==> config.mk <==
export PLATFORM = sky130hd
export DESIGN_NAME = wlsb_scaled_ts_encoder_unit_flat
export DESIGN_NICKNAME = d
export VERILOG_FILES = /design/src/hw/rtl/wlste_pkg.sv /design/src/hw/rtl/wlste_if.sv /design/src/hw/rtl/wlsb_scaled_ts_encoder_unit.sv /design/src/hw/rtl/wlste_ram.sv /design/src/hw/rtl/wlste_ctrl.sv /design/src/hw/rtl/wlste_dp.sv /design/src/flat_wrapper.sv
export SDC_FILE = /design/constraint.sdc
export NUM_CORES = 2
export LEC_CHECK = 0
export ABC_AREA = 1
export BUFFER_PORTS_ARGS = -buffer_cell sky130_fd_sc_hd__buf_2
export CAP_MARGIN = 20
export CORE_ASPECT_RATIO = 1.2
export CORE_MARGIN = 10
export CORE_UTILIZATION = 40
export CTS_CLUSTER_DIAMETER = 100
export DETAILED_ROUTE_END_ITERATION = 7
export PLACE_DENSITY = 0.63
export SLEW_MARGIN = 20
export SYNTH_ARGS = -nofsm -noshare
export SYNTH_HDL_FRONTEND = slang
export SYNTH_HIERARCHICAL = 1
export SYNTH_SLANG_ARGS = --single-unit
export TNS_END_PERCENT = 1
==> constraint.sdc <==
create_clock -name i_clk -period 5.7 [get_ports i_clk]
set_clock_uncertainty 0.15 [all_clocks]
set_input_delay 1.14 -clock i_clk [delete_from_list [all_inputs] [get_ports i_clk]]
set_output_delay 1.14 -clock i_clk [all_outputs]
set_load 0.03 [all_outputs]
==> src/hw/rtl/wlste_pkg.sv <==
// ----------------------------------------------------------------------------
// wlste_pkg
// Types and constants shared by the scaled timestamp W-LSB encoder.
// ----------------------------------------------------------------------------
package wlste_pkg;

    localparam int TS_W   = 32;   // timestamp, scaled value, window entry
    localparam int SLOT_W = 4;    // slot field
    localparam int LSB_W  = 6;    // lsb count field
    localparam int DIV_W  = 5;    // divide step counter, 32 steps

    localparam logic [DIV_W-1:0] DIV_LAST = 5'd31;

    typedef enum logic [2:0] {
        S_IDLE,
        S_DIV,
        S_KINIT,
        S_KSRCH,
        S_EMIT,
        S_UPD,
        S_SCAN,
        S_SCAN_END
    } t_state;

    // controller -> datapath
    typedef struct packed {
        logic load;       // capture input item, start divide
        logic div_step;   // one quotient bit
        logic k_init;     // set up k search, read overwritten slot
        logic k_step;     // evaluate one k
        logic emit;       // load output register
        logic upd;        // write slot, update min/max
        logic scan_rd;    // read one window entry for rescan
        logic scan_end;   // commit rescanned bound
    } t_cmd;

    // datapath -> controller
    typedef struct packed {
        logic stride_zero;
        logic div_last;
        logic k_done;
        logic out_free;
        logic rescan;
        logic scan_last;
    } t_sts;

endpackage

==> src/hw/rtl/wlste_if.sv <==
// ----------------------------------------------------------------------------
// wlste_if
// Valid/ready channels of the encoder: input items, results, stride writes.
// ----------------------------------------------------------------------------
interface wlste_in_if import wlste_pkg::*; ();
    logic              valid;
    logic              ready;
    logic [TS_W-1:0]   timestamp;
    logic [SLOT_W-1:0] slot;

    modport source (output valid, output timestamp, output slot, input ready);
    modport sink   (input valid, input timestamp, input slot, output ready);
endinterface

interface wlste_out_if import wlste_pkg::*; ();
    logic             valid;
    logic             ready;
    logic [TS_W-1:0]  scaled_value;
    logic [LSB_W-1:0] lsb_count;

    modport source (output valid, output scaled_value, output lsb_count, input ready);
    modport sink   (input valid, input scaled_value, input lsb_count, output ready);
endinterface

interface wlste_cfg_if import wlste_pkg::*; ();
    logic            valid;
    logic            ready;
    logic [TS_W-1:0] data;

    modport source (output valid, output data, input ready);
    modport sink   (input valid, input data, output ready);
endinterface

==> src/hw/rtl/wlsb_scaled_ts_encoder_unit.sv <==
// ----------------------------------------------------------------------------
// wlsb_scaled_ts_encoder_unit
// Each item goes through the divider, one quotient bit per cycle, then the k
// search, one k per cycle, trying up to MAX_LSB_BITS-2 values of k.
// A new item is taken only after the last is emitted and written, and after a
// rescan through the RAM port when the overwritten entry held the window min or max.
// Reset clears stride, window min/max, window valid bits and result valid.
// ----------------------------------------------------------------------------
module wlsb_scaled_ts_encoder_unit import wlste_pkg::*; #(
    parameter int WINDOW_DEPTH = 16,
    parameter int MAX_LSB_BITS = 32
) (
    input  logic        i_clk,
    input  logic        i_rst_n,
    wlste_in_if.sink    i_in,
    wlste_cfg_if.sink   i_cfg,
    wlste_out_if.source o_res
);

    t_cmd cmd;
    t_sts sts;

    assign i_cfg.ready = 1'b1;

    wlste_ctrl u_ctrl (
        .i_clk      (i_clk),
        .i_rst_n    (i_rst_n),
        .i_in_valid (i_in.valid),
        .o_in_ready (i_in.ready),
        .i_sts      (sts),
        .o_cmd      (cmd)
    );

    wlste_dp #(
        .WINDOW_DEPTH (WINDOW_DEPTH),
        .MAX_LSB_BITS (MAX_LSB_BITS)
    ) u_dp (
        .i_clk          (i_clk),
        .i_rst_n        (i_rst_n),
        .i_cmd          (cmd),
        .o_sts          (sts),
        .i_cfg_valid    (i_cfg.valid),
        .i_cfg_data     (i_cfg.data),
        .i_timestamp    (i_in.timestamp),
        .i_slot         (i_in.slot),
        .o_out_valid    (o_res.valid),
        .i_out_ready    (o_res.ready),
        .o_scaled_value (o_res.scaled_value),
        .o_lsb_count    (o_res.lsb_count)
    );

endmodule

==> src/hw/rtl/wlste_ram.sv <==
// ----------------------------------------------------------------------------
// wlste_ram
// Simple dual-port RAM, one write and one registered read per cycle.
// ----------------------------------------------------------------------------
module wlste_ram #(
    parameter int WIDTH = 32,
    parameter int DEPTH = 16
) (
    input  logic                                  i_clk,
    input  logic                                  i_we,
    input  logic [(DEPTH > 1 ? $clog2(DEPTH) : 1)-1:0] i_waddr,
    input  logic [WIDTH-1:0]                      i_wdata,
    input  logic                                  i_re,
    input  logic [(DEPTH > 1 ? $clog2(DEPTH) : 1)-1:0] i_raddr,
    output logic [WIDTH-1:0]                      o_rdata
);

    logic [WIDTH-1:0] r_mem [DEPTH];
    logic [WIDTH-1:0] r_rdata;

    always_ff @(posedge i_clk) begin
        if (i_we) begin
            r_mem[i_waddr] <= i_wdata;
        end
        if (i_re) begin
            r_rdata <= r_mem[i_raddr];
        end
    end

    assign o_rdata = r_rdata;

endmodule

==> src/hw/rtl/wlste_ctrl.sv <==
// ----------------------------------------------------------------------------
// wlste_ctrl
// Sequencer: divide, k search, emit, window write and optional rescan.
// ----------------------------------------------------------------------------
module wlste_ctrl import wlste_pkg::*; (
    input  logic i_clk,
    input  logic i_rst_n,
    input  logic i_in_valid,
    output logic o_in_ready,
    input  t_sts i_sts,
    output t_cmd o_cmd
);

    t_state r_state;
    t_state n_state;

    always_ff @(posedge i_clk) begin
        if (!i_rst_n) begin
            r_state <= S_IDLE;
        end else begin
            r_state <= n_state;
        end
    end

    always_comb begin
        n_state    = r_state;
        o_cmd      = '0;
        o_in_ready = 1'b0;
        case (r_state)
            S_IDLE: begin
                o_in_ready = 1'b1;
                // zero stride: item is taken and dropped
                if (i_in_valid && !i_sts.stride_zero) begin
                    o_cmd.load = 1'b1;
                    n_state    = S_DIV;
                end
            end
            S_DIV: begin
                o_cmd.div_step = 1'b1;
                if (i_sts.div_last) begin
                    n_state = S_KINIT;
                end
            end
            S_KINIT: begin
                o_cmd.k_init = 1'b1;
                n_state      = S_KSRCH;
            end
            S_KSRCH: begin
                o_cmd.k_step = 1'b1;
                if (i_sts.k_done) begin
                    n_state = S_EMIT;
                end
            end
            S_EMIT: begin
                if (i_sts.out_free) begin
                    o_cmd.emit = 1'b1;
                    n_state    = S_UPD;
                end
            end
            S_UPD: begin
                o_cmd.upd = 1'b1;
                n_state   = i_sts.rescan ? S_SCAN : S_IDLE;
            end
            S_SCAN: begin
                o_cmd.scan_rd = 1'b1;
                if (i_sts.scan_last) begin
                    n_state = S_SCAN_END;
                end
            end
            S_SCAN_END: begin
                o_cmd.scan_end = 1'b1;
                n_state        = S_IDLE;
            end
            default: begin
                n_state = S_IDLE;
            end
        endcase
    end

endmodule

==> src/hw/rtl/wlste_dp.sv <==
// ----------------------------------------------------------------------------
// wlste_dp
// Datapath: stride register, restoring divider, k search against window
// min/max, result register, window RAM with valid bits and min/max rescan.
// ----------------------------------------------------------------------------
module wlste_dp import wlste_pkg::*; #(
    parameter int WINDOW_DEPTH = 16,
    parameter int MAX_LSB_BITS = 32
) (
    input  logic              i_clk,
    input  logic              i_rst_n,
    input  t_cmd              i_cmd,
    output t_sts              o_sts,
    input  logic              i_cfg_valid,
    input  logic [TS_W-1:0]   i_cfg_data,
    input  logic [TS_W-1:0]   i_timestamp,
    input  logic [SLOT_W-1:0] i_slot,
    output logic              o_out_valid,
    input  logic              i_out_ready,
    output logic [TS_W-1:0]   o_scaled_value,
    output logic [LSB_W-1:0]  o_lsb_count
);

    localparam int AW = (WINDOW_DEPTH > 1) ? $clog2(WINDOW_DEPTH) : 1;
    localparam int SW = (AW > SLOT_W) ? AW : SLOT_W;
    localparam int CW = AW + 1;
    localparam logic [LSB_W-1:0] K_MAX  = LSB_W'(MAX_LSB_BITS);
    localparam logic [LSB_W-1:0] K_LAST = LSB_W'(MAX_LSB_BITS - 1);

    // stride
    logic [TS_W-1:0] r_stride;

    always_ff @(posedge i_clk) begin
        if (!i_rst_n) begin
            r_stride <= '0;
        end else if (i_cfg_valid) begin
            r_stride <= i_cfg_data;
        end
    end

    // divider, one quotient bit per cycle; slot folded into range alongside
    logic [TS_W:0]    r_rem;
    logic [TS_W-1:0]  r_quo;
    logic [DIV_W-1:0] r_dcnt;
    logic [SW-1:0]    r_idx;
    logic [TS_W:0]    rem_sh;
    logic             rem_ge;
    logic [AW-1:0]    idx;

    assign rem_sh = {r_rem[TS_W-1:0], r_quo[TS_W-1]};
    assign rem_ge = (rem_sh >= {1'b0, r_stride});
    assign idx    = r_idx[AW-1:0];

    always_ff @(posedge i_clk) begin
        if (i_cmd.load) begin
            r_rem  <= '0;
            r_quo  <= i_timestamp;
            r_dcnt <= '0;
            r_idx  <= SW'(i_slot);
        end else if (i_cmd.div_step) begin
            r_rem  <= rem_ge ? (rem_sh - {1'b0, r_stride}) : rem_sh;
            r_quo  <= {r_quo[TS_W-2:0], rem_ge};
            r_dcnt <= r_dcnt + 1'b1;
            if ({1'b0, r_idx} >= (SW + 1)'(WINDOW_DEPTH)) begin
                r_idx <= r_idx - SW'(WINDOW_DEPTH);
            end
        end
    end

    // window bounds
    logic [TS_W-1:0] r_min;
    logic [TS_W-1:0] r_max;
    logic [TS_W-1:0] scaled;

    assign scaled = r_quo;

    // k search, one k per cycle for both references
    logic [LSB_W-1:0] r_k;
    logic [TS_W-1:0]  r_p;      // 2^(k-2)-1
    logic [TS_W-1:0]  r_q;      // 3*2^(k-2)
    logic             r_fmin;
    logic             r_fmax;
    logic [LSB_W-1:0] r_kmin;
    logic [LSB_W-1:0] r_kmax;
    logic             hit_min;
    logic             hit_max;

    assign hit_min = ($signed(scaled) <= $signed(r_min + r_q)) &&
                     ($signed(r_min - r_p) <= $signed(scaled));
    assign hit_max = ($signed(scaled) <= $signed(r_max + r_q)) &&
                     ($signed(r_max - r_p) <= $signed(scaled));

    always_ff @(posedge i_clk) begin
        if (i_cmd.k_init) begin
            r_k    <= LSB_W'(2);
            r_p    <= '0;
            r_q    <= TS_W'(3);
            r_fmin <= (r_min == scaled);
            r_fmax <= (r_max == scaled);
            r_kmin <= (r_min == scaled) ? '0 : K_MAX;
            r_kmax <= (r_max == scaled) ? '0 : K_MAX;
        end else if (i_cmd.k_step) begin
            r_k <= r_k + 1'b1;
            r_p <= {r_p[TS_W-2:0], 1'b1};
            r_q <= {r_q[TS_W-2:0], 1'b0};
            if (!r_fmin && hit_min) begin
                r_fmin <= 1'b1;
                r_kmin <= r_k;
            end
            if (!r_fmax && hit_max) begin
                r_fmax <= 1'b1;
                r_kmax <= r_k;
            end
        end
    end

    // result register
    logic             r_out_valid;
    logic [TS_W-1:0]  r_out_scaled;
    logic [LSB_W-1:0] r_out_lsb;

    always_ff @(posedge i_clk) begin
        if (!i_rst_n) begin
            r_out_valid <= 1'b0;
        end else if (i_cmd.emit) begin
            r_out_valid <= 1'b1;
        end else if (i_out_ready) begin
            r_out_valid <= 1'b0;
        end
    end

    always_ff @(posedge i_clk) begin
        if (i_cmd.emit) begin
            r_out_scaled <= scaled;
            r_out_lsb    <= (r_kmin < r_kmax) ? r_kmax : r_kmin;
        end
    end

    assign o_out_valid    = r_out_valid;
    assign o_scaled_value = r_out_scaled;
    assign o_lsb_count    = r_out_lsb;

    // window store; an entry never written reads as zero
    logic [WINDOW_DEPTH-1:0] r_vld;
    logic                    r_rd_vld;
    logic                    r_pend;
    logic [CW-1:0]           r_scnt;
    logic                    r_scan_min;
    logic [TS_W-1:0]         r_acc;
    logic [TS_W-1:0]         n_acc;
    logic [TS_W-1:0]         rdata;
    logic [TS_W-1:0]         rd_val;
    logic [TS_W-1:0]         acc_op;
    logic [AW-1:0]           raddr;
    logic                    ram_re;
    logic                    eq_min;
    logic                    eq_max;

    assign raddr  = i_cmd.scan_rd ? r_scnt[AW-1:0] : idx;
    assign ram_re = i_cmd.scan_rd || i_cmd.k_init;
    assign rd_val = r_rd_vld ? rdata : '0;
    assign eq_min = (rd_val == r_min);
    assign eq_max = (rd_val == r_max);
    assign acc_op = r_scan_min ? ((rd_val < r_acc) ? rd_val : r_acc)
                               : ((rd_val > r_acc) ? rd_val : r_acc);
    assign n_acc  = r_pend ? acc_op : r_acc;

    wlste_ram #(
        .WIDTH (TS_W),
        .DEPTH (WINDOW_DEPTH)
    ) u_window (
        .i_clk   (i_clk),
        .i_we    (i_cmd.upd),
        .i_waddr (idx),
        .i_wdata (scaled),
        .i_re    (ram_re),
        .i_raddr (raddr),
        .o_rdata (rdata)
    );

    always_ff @(posedge i_clk) begin
        if (!i_rst_n) begin
            r_vld <= '0;
        end else if (i_cmd.upd) begin
            r_vld[idx] <= 1'b1;
        end
    end

    always_ff @(posedge i_clk) begin
        r_pend <= i_cmd.scan_rd;
        if (ram_re) begin
            r_rd_vld <= r_vld[raddr];
        end
        if (i_cmd.upd) begin
            r_scnt     <= '0;
            r_scan_min <= eq_min;
            r_acc      <= eq_min ? {TS_W{1'b1}} : '0;
        end else begin
            r_acc <= n_acc;
            if (i_cmd.scan_rd) begin
                r_scnt <= r_scnt + 1'b1;
            end
        end
    end

    always_ff @(posedge i_clk) begin
        if (!i_rst_n) begin
            r_min <= '0;
            r_max <= '0;
        end else if (i_cmd.upd) begin
            // overwritten entry held a bound: that bound is rescanned later (the min only, when it held both)
            if (!eq_min && scaled < r_min) begin
                r_min <= scaled;
            end
            if ((eq_min || !eq_max) && scaled > r_max) begin
                r_max <= scaled;
            end
        end else if (i_cmd.scan_end) begin
            if (r_scan_min) begin
                r_min <= n_acc;
            end else begin
                r_max <= n_acc;
            end
        end
    end

    assign o_sts.stride_zero = (r_stride == '0);
    assign o_sts.div_last    = (r_dcnt == DIV_LAST);
    assign o_sts.k_done      = (r_fmin && r_fmax) || (r_k == K_LAST);
    assign o_sts.out_free    = !r_out_valid || i_out_ready;
    assign o_sts.rescan      = eq_min || eq_max;
    assign o_sts.scan_last   = (r_scnt == CW'(WINDOW_DEPTH - 1));

endmodule

==> src/flat_wrapper.sv <==
// flat-port wrapper written by rule: the top's interface ports become plain ports
module wlsb_scaled_ts_encoder_unit_flat import wlste_pkg::*;
#(
    parameter int WINDOW_DEPTH = 16,
    parameter int MAX_LSB_BITS = 32
)
  (i_clk, i_rst_n, i_in_valid, i_in_timestamp, i_in_slot, i_in_ready, i_cfg_valid, i_cfg_data, i_cfg_ready, o_res_valid, o_res_scaled_value, o_res_lsb_count, o_res_ready);
  wlste_in_if i_in_i ();
  wlste_cfg_if i_cfg_i ();
  wlste_out_if o_res_i ();
  input  logic i_clk;
  input  logic i_rst_n;
  input wire logic [$bits(i_in_i.valid)-1:0] i_in_valid;
  input wire logic [$bits(i_in_i.timestamp)-1:0] i_in_timestamp;
  input wire logic [$bits(i_in_i.slot)-1:0] i_in_slot;
  output wire logic [$bits(i_in_i.ready)-1:0] i_in_ready;
  input wire logic [$bits(i_cfg_i.valid)-1:0] i_cfg_valid;
  input wire logic [$bits(i_cfg_i.data)-1:0] i_cfg_data;
  output wire logic [$bits(i_cfg_i.ready)-1:0] i_cfg_ready;
  output wire logic [$bits(o_res_i.valid)-1:0] o_res_valid;
  output wire logic [$bits(o_res_i.scaled_value)-1:0] o_res_scaled_value;
  output wire logic [$bits(o_res_i.lsb_count)-1:0] o_res_lsb_count;
  input wire logic [$bits(o_res_i.ready)-1:0] o_res_ready;
  assign i_in_i.valid = i_in_valid;
  assign i_in_i.timestamp = i_in_timestamp;
  assign i_in_i.slot = i_in_slot;
  assign i_in_ready = i_in_i.ready;
  assign i_cfg_i.valid = i_cfg_valid;
  assign i_cfg_i.data = i_cfg_data;
  assign i_cfg_ready = i_cfg_i.ready;
  assign o_res_valid = o_res_i.valid;
  assign o_res_scaled_value = o_res_i.scaled_value;
  assign o_res_lsb_count = o_res_i.lsb_count;
  assign o_res_i.ready = o_res_ready;
  wlsb_scaled_ts_encoder_unit #(.WINDOW_DEPTH(WINDOW_DEPTH), .MAX_LSB_BITS(MAX_LSB_BITS)) u_core (.i_clk(i_clk), .i_rst_n(i_rst_n), .i_in(i_in_i), .i_cfg(i_cfg_i), .o_res(o_res_i));
endmodule
==> flow_summary.ini <==
[sta]
timing_max_transition_violations_final = 0
final.setup.worst_slack_ns = 0.392
relSlewSlack = 0.278
finalSetupViolations = 0
timing.final.crit_period_ns = 5.31
tcrit_tclk_final = 0.931
tightestPinTransition_ns = 1.08
max_clock_freq_ghz = 0.188
timing.setup.tns_ns = 0
hold_violations = 0
unrepaired_setup_endpoints_after_global_routing = no

[floorplan]
start_util = 0.404
fp.dieArea_um2 = 147000
io_pins = 114
chipHeight_um = 418
die-width_um = 351
fp-row-count = 145
fp.coreArea_um2 = 130000

[run_status]
status = finished clean

[layout]
layout.nets = 6971
layout-drive-gt1-share = 0.0694
layout.cell_area.non_filler_um2 = 58300
layout-area-overhead-vs-synth_pct = 10.6
layout.filler_cells = 12600

[global_route]
via_count_of_the_first_global_routing_pass = 42500
maximum_number_of_pins_on_one_net_before_global_route_repair = 147
antenna_found_initial = 4
grt.total_usage = 0.214
grt_overflow = 0
grt_first_pass_wirelength_mm = 245

[pwr]
power.combinational.fraction = 0.497
netSwitchingFraction = 0.454
p_leak_nw = 26.3
power_frac_seq = 0.302
total_switching_power_mw = 14.4
p_int_mw = 17.3
power.ir.vdd_worst_uv = 349
pwr_density_cell_nw_per_um2 = 545
p_clk_frac = 0.201

[logic_synthesis]
synth-main-ff-cell = sky130_fd_sc_hd__edfxtp_1
synthesis.instances = 6430
synth_seq_cells = 895
synthesis.area_um2 = 52700
synth.net_count = 6898
ys_warn_count = 6
number_of_enable_flip_flop_cells_after_synthesis = 634
post_synth_num_cell_types = 51
synthArstFlopShare = 0
syn-mean-instance-area_um2 = 8.19
yosysSeqAreaShare = 0.461

[clock_network]
post-cts-setup-buffer-count = 0
cts_inserted_buffers = 93
clock-sinks = 895
cts-hold-fix-buffers = 0
cts_htree_levels = 3
max-clock-path-buffers = 3
cts_tree = built
clk_pin_slew_ns = 0.06
clk_root_buf = sky130_fd_sc_hd__clkbuf_16
post_cts_resized = 0
clk-insertion-delay-late_ns = 0.76

[detailed_routing]
met1Wirelength_mm = 67.4
drt_pre_antenna_iters = 6
routed.top_layer = met5
dr_vias = 43700
finalWirelength_mm = 161
wl_met3_mm = 8.52
routed-wl-met2_mm = 77.7
ant_nets = 0
detail_route.wl_per_cell_um = 19.4
drcViolationCount = 0
viasPerCell = 5.28
first_drt_iteration_drcs = 3445

[placement]
placement.cell_area_um2 = 55100
preCtsSetupSlack_ns = 0.462
dp_hpwl_mm = 111
gp_routability_congestion = 0.980
buffers_added_on_ports = 112

[setup_path]
critical_path_data_required_time_ns = 5.93
worstSetupPathType = reg2reg
crit_arrival_ns = 5.54
startpoint_type = register
reg2regPathDepth = 21
timing.critical_path.to_type = register
worstPathMaxFanout = 7

[min_path]
hold_path_class = reg2reg
timing.hold.worst_path_depth = 2

[flow_run]
cap_viol_max_count = 0
## cell type report
class | instances | area (um^2) | area share
flip-flops and latches | 895 | 24300 | 0.417
clock buffers | 108 | 2410 | 0.0414
well taps | 1690 | 2110 | 0.0363
multi-input cells | 4344 | 23700 | 0.407
diodes | 3 | 7.51 | 0.000129
clock inverters | 66 | 779 | 0.0134
repair buffers | 209 | 1350 | 0.0232
inverters | 960 | 3620 | 0.0622
## cell usage after synthesis, types with 7 or more instances
cell type / instances / area [um^2]
sky130_fd_sc_hd__nand2_1: 1667 / 6260
sky130_fd_sc_hd__inv_1: 941 / 3530
sky130_fd_sc_hd__nand3_1: 686 / 3430
sky130_fd_sc_hd__edfxtp_1: 634 / 19000
sky130_fd_sc_hd__a21oi_1: 472 / 2360
sky130_fd_sc_hd__ha_1: 390 / 4880
sky130_fd_sc_hd__nor2_1: 340 / 1280
sky130_fd_sc_hd__o21ai_0: 278 / 1390
sky130_fd_sc_hd__dfxtp_1: 261 / 5230
sky130_fd_sc_hd__clkbuf_1: 103 / 387
sky130_fd_sc_hd__xor2_1: 93 / 815
sky130_fd_sc_hd__xnor2_1: 75 / 657
sky130_fd_sc_hd__nand4_1: 55 / 344
sky130_fd_sc_hd__buf_2: 52 / 260
sky130_fd_sc_hd__buf_6: 43 / 484
sky130_fd_sc_hd__nor3_1: 43 / 215
sky130_fd_sc_hd__buf_1: 25 / 93.8
sky130_fd_sc_hd__nand2_2: 25 / 156
sky130_fd_sc_hd__nor4_1: 25 / 156
sky130_fd_sc_hd__a21o_1: 24 / 180
sky130_fd_sc_hd__a31oi_1: 21 / 131
sky130_fd_sc_hd__o211ai_1: 19 / 143
sky130_fd_sc_hd__o21a_1: 16 / 120
sky130_fd_sc_hd__a21boi_0: 15 / 113
sky130_fd_sc_hd__a21oi_2: 15 / 131
sky130_fd_sc_hd__nand3_2: 13 / 130
sky130_fd_sc_hd__o21bai_1: 13 / 97.6
sky130_fd_sc_hd__nand3b_1: 12 / 90.1
sky130_fd_sc_hd__o221ai_1: 12 / 105
sky130_fd_sc_hd__clkinv_1: 9 / 33.8
sky130_fd_sc_hd__inv_2: 9 / 33.8
sky130_fd_sc_hd__buf_4: 7 / 52.6
## metal layers
layer / track usage / up-vias
li1: - / 21400
met1: 0.266 / 20600
met2: 0.368 / 1297
met3: 0.0244 / 329
met4: 0.0966 / 2
met5: 0 / -
## worst paths after layout
check / end / from / slack [ns]
setup reg to reg: u_core/u_dp/r_kmax[4] / u_core/u_dp/r_max[0] / 0.39
setup / recovery: u_core/u_dp/r_kmax[4] / u_core/u_dp/r_max[0] / 0.39
hold reg to reg: u_core/u_dp/r_vld[8] / u_core/u_dp/r_vld[8] / 0.31
hold / removal: u_core/u_dp/r_vld[8] / u_core/u_dp/r_vld[8] / 0.31
## registers in the layout, summed over array words and instances, names as in the netlist, 3 cells and up
| signal | flops |
|---|---|
| u_core/u_dp/o_scaled_value | 32 |
| u_core/u_dp/r_kmin | 6 |
| u_core/u_dp/r_q | 32 |
| u_core/u_dp/r_p | 32 |
| u_core/u_dp/r_rem | 32 |
| u_core/u_dp/idx | 4 |
| u_core/u_dp/r_kmax | 6 |
| u_core/u_dp/r_quo | 32 |
| u_core/u_dp/r_k | 6 |
| u_core/u_dp/r_dcnt | 5 |
| u_core/u_dp/r_min | 32 |
| u_core/u_dp/o_lsb_count | 6 |
| u_core/u_dp/r_acc | 32 |
| u_core/u_dp/u_window/r_mem | 512 |
| u_core/u_dp/r_stride | 32 |
| u_core/u_dp/u_window/o_rdata | 32 |
| u_core/u_dp/r_vld | 16 |
| u_core/u_dp/r_scnt | 5 |
| u_core/u_ctrl/r_state | 3 |
| u_core/u_dp/r_max | 32 |
## power groups by stage
stage | registers [mW] | clock network [mW] | logic, mW
global route | 9.67 | 6.74 | 17.8
finish | 9.58 | 6.37 | 15.8
global placement | 9.66 | 0 | 15.4
detailed placement | 9.69 | 0 | 15.6
CTS | 9.56 | 6.52 | 15.7
floorplan | 9.66 | 0 | 10.8
## layout by cell type (no fill, tap or decap), drive strengths merged, types with 2 or more instances in the layout
cell type	instances
a211oi	3
a21boi	15
a21o	24
a21oi	488
a31oi	21
buf	209
bufinv	10
clkbuf	108
clkinv	49
clkinvlp	8
dfxtp	261
diode	3
edfxtp	634
fa	5
ha	390
inv	959
nand2	1694
nand3	699
nand3b	12
nand4	55
nor2	345
nor3	43
nor3b	3
nor4	25
o211ai	19
o21a	16
o21ai	280
o21bai	13
o221ai	12
o22ai	4
o31ai	2
xnor2	75
xor2	93
## kinds of logic (layout without fill, tap and decap cells)
kind of cell | count (synthesis) | after routing | share of synthesized area
simple gates | 2878 | 2878 | 0.231
compound gates | 902 | 902 | 0.0932
fa+ha+maj | 395 | 395 | 0.0945
other cells | 1 | 4 | 0.0000712
xor+xnor | 168 | 168 | 0.0279
buf+inv | 1191 | 1343 | 0.0931
flops | 895 | 895 | 0.461
## stage by stage
stage | std cells | hold WS [ns] | total power, mW | utilization
finish | 8275 | 0.306 | 31.7 | 0.447
floorplan | 6430 | 0.282 | 20.5 | -
detailed placement | 8098 | 0.300 | 25.3 | 0.422
global placement | 8098 | 0.293 | 25.1 | 0.422
global route | 8273 | 0.329 | 34.2 | 0.447
CTS | 8272 | 0.310 | 31.8 | 0.447
## critical path, cell delays in order (launching register included)
cell and delay [ns]:
sky130_fd_sc_hd__dfxtp_1 0.41, sky130_fd_sc_hd__ha_1 0.19, sky130_fd_sc_hd__inv_1 0.05, sky130_fd_sc_hd__fa_1 0.40
sky130_fd_sc_hd__nand3b_1 0.17, sky130_fd_sc_hd__nand2_1 0.11, sky130_fd_sc_hd__a21oi_1 0.20, sky130_fd_sc_hd__o21bai_1 0.31
sky130_fd_sc_hd__a21boi_0 0.22, sky130_fd_sc_hd__o21ai_0 0.38, sky130_fd_sc_hd__nand2_1 0.19, sky130_fd_sc_hd__o21ai_0 0.28
sky130_fd_sc_hd__xnor2_1 0.12, sky130_fd_sc_hd__ha_1 0.29, sky130_fd_sc_hd__nand4_1 0.17, sky130_fd_sc_hd__nor4_1 0.45
sky130_fd_sc_hd__nand2_1 0.14, sky130_fd_sc_hd__nand2_1 0.08, sky130_fd_sc_hd__nand2_1 0.05, sky130_fd_sc_hd__nand3_1 0.10
sky130_fd_sc_hd__nand3_1 0.19, sky130_fd_sc_hd__nand2_1 0.30
Power figures use the tool's default switching activity.
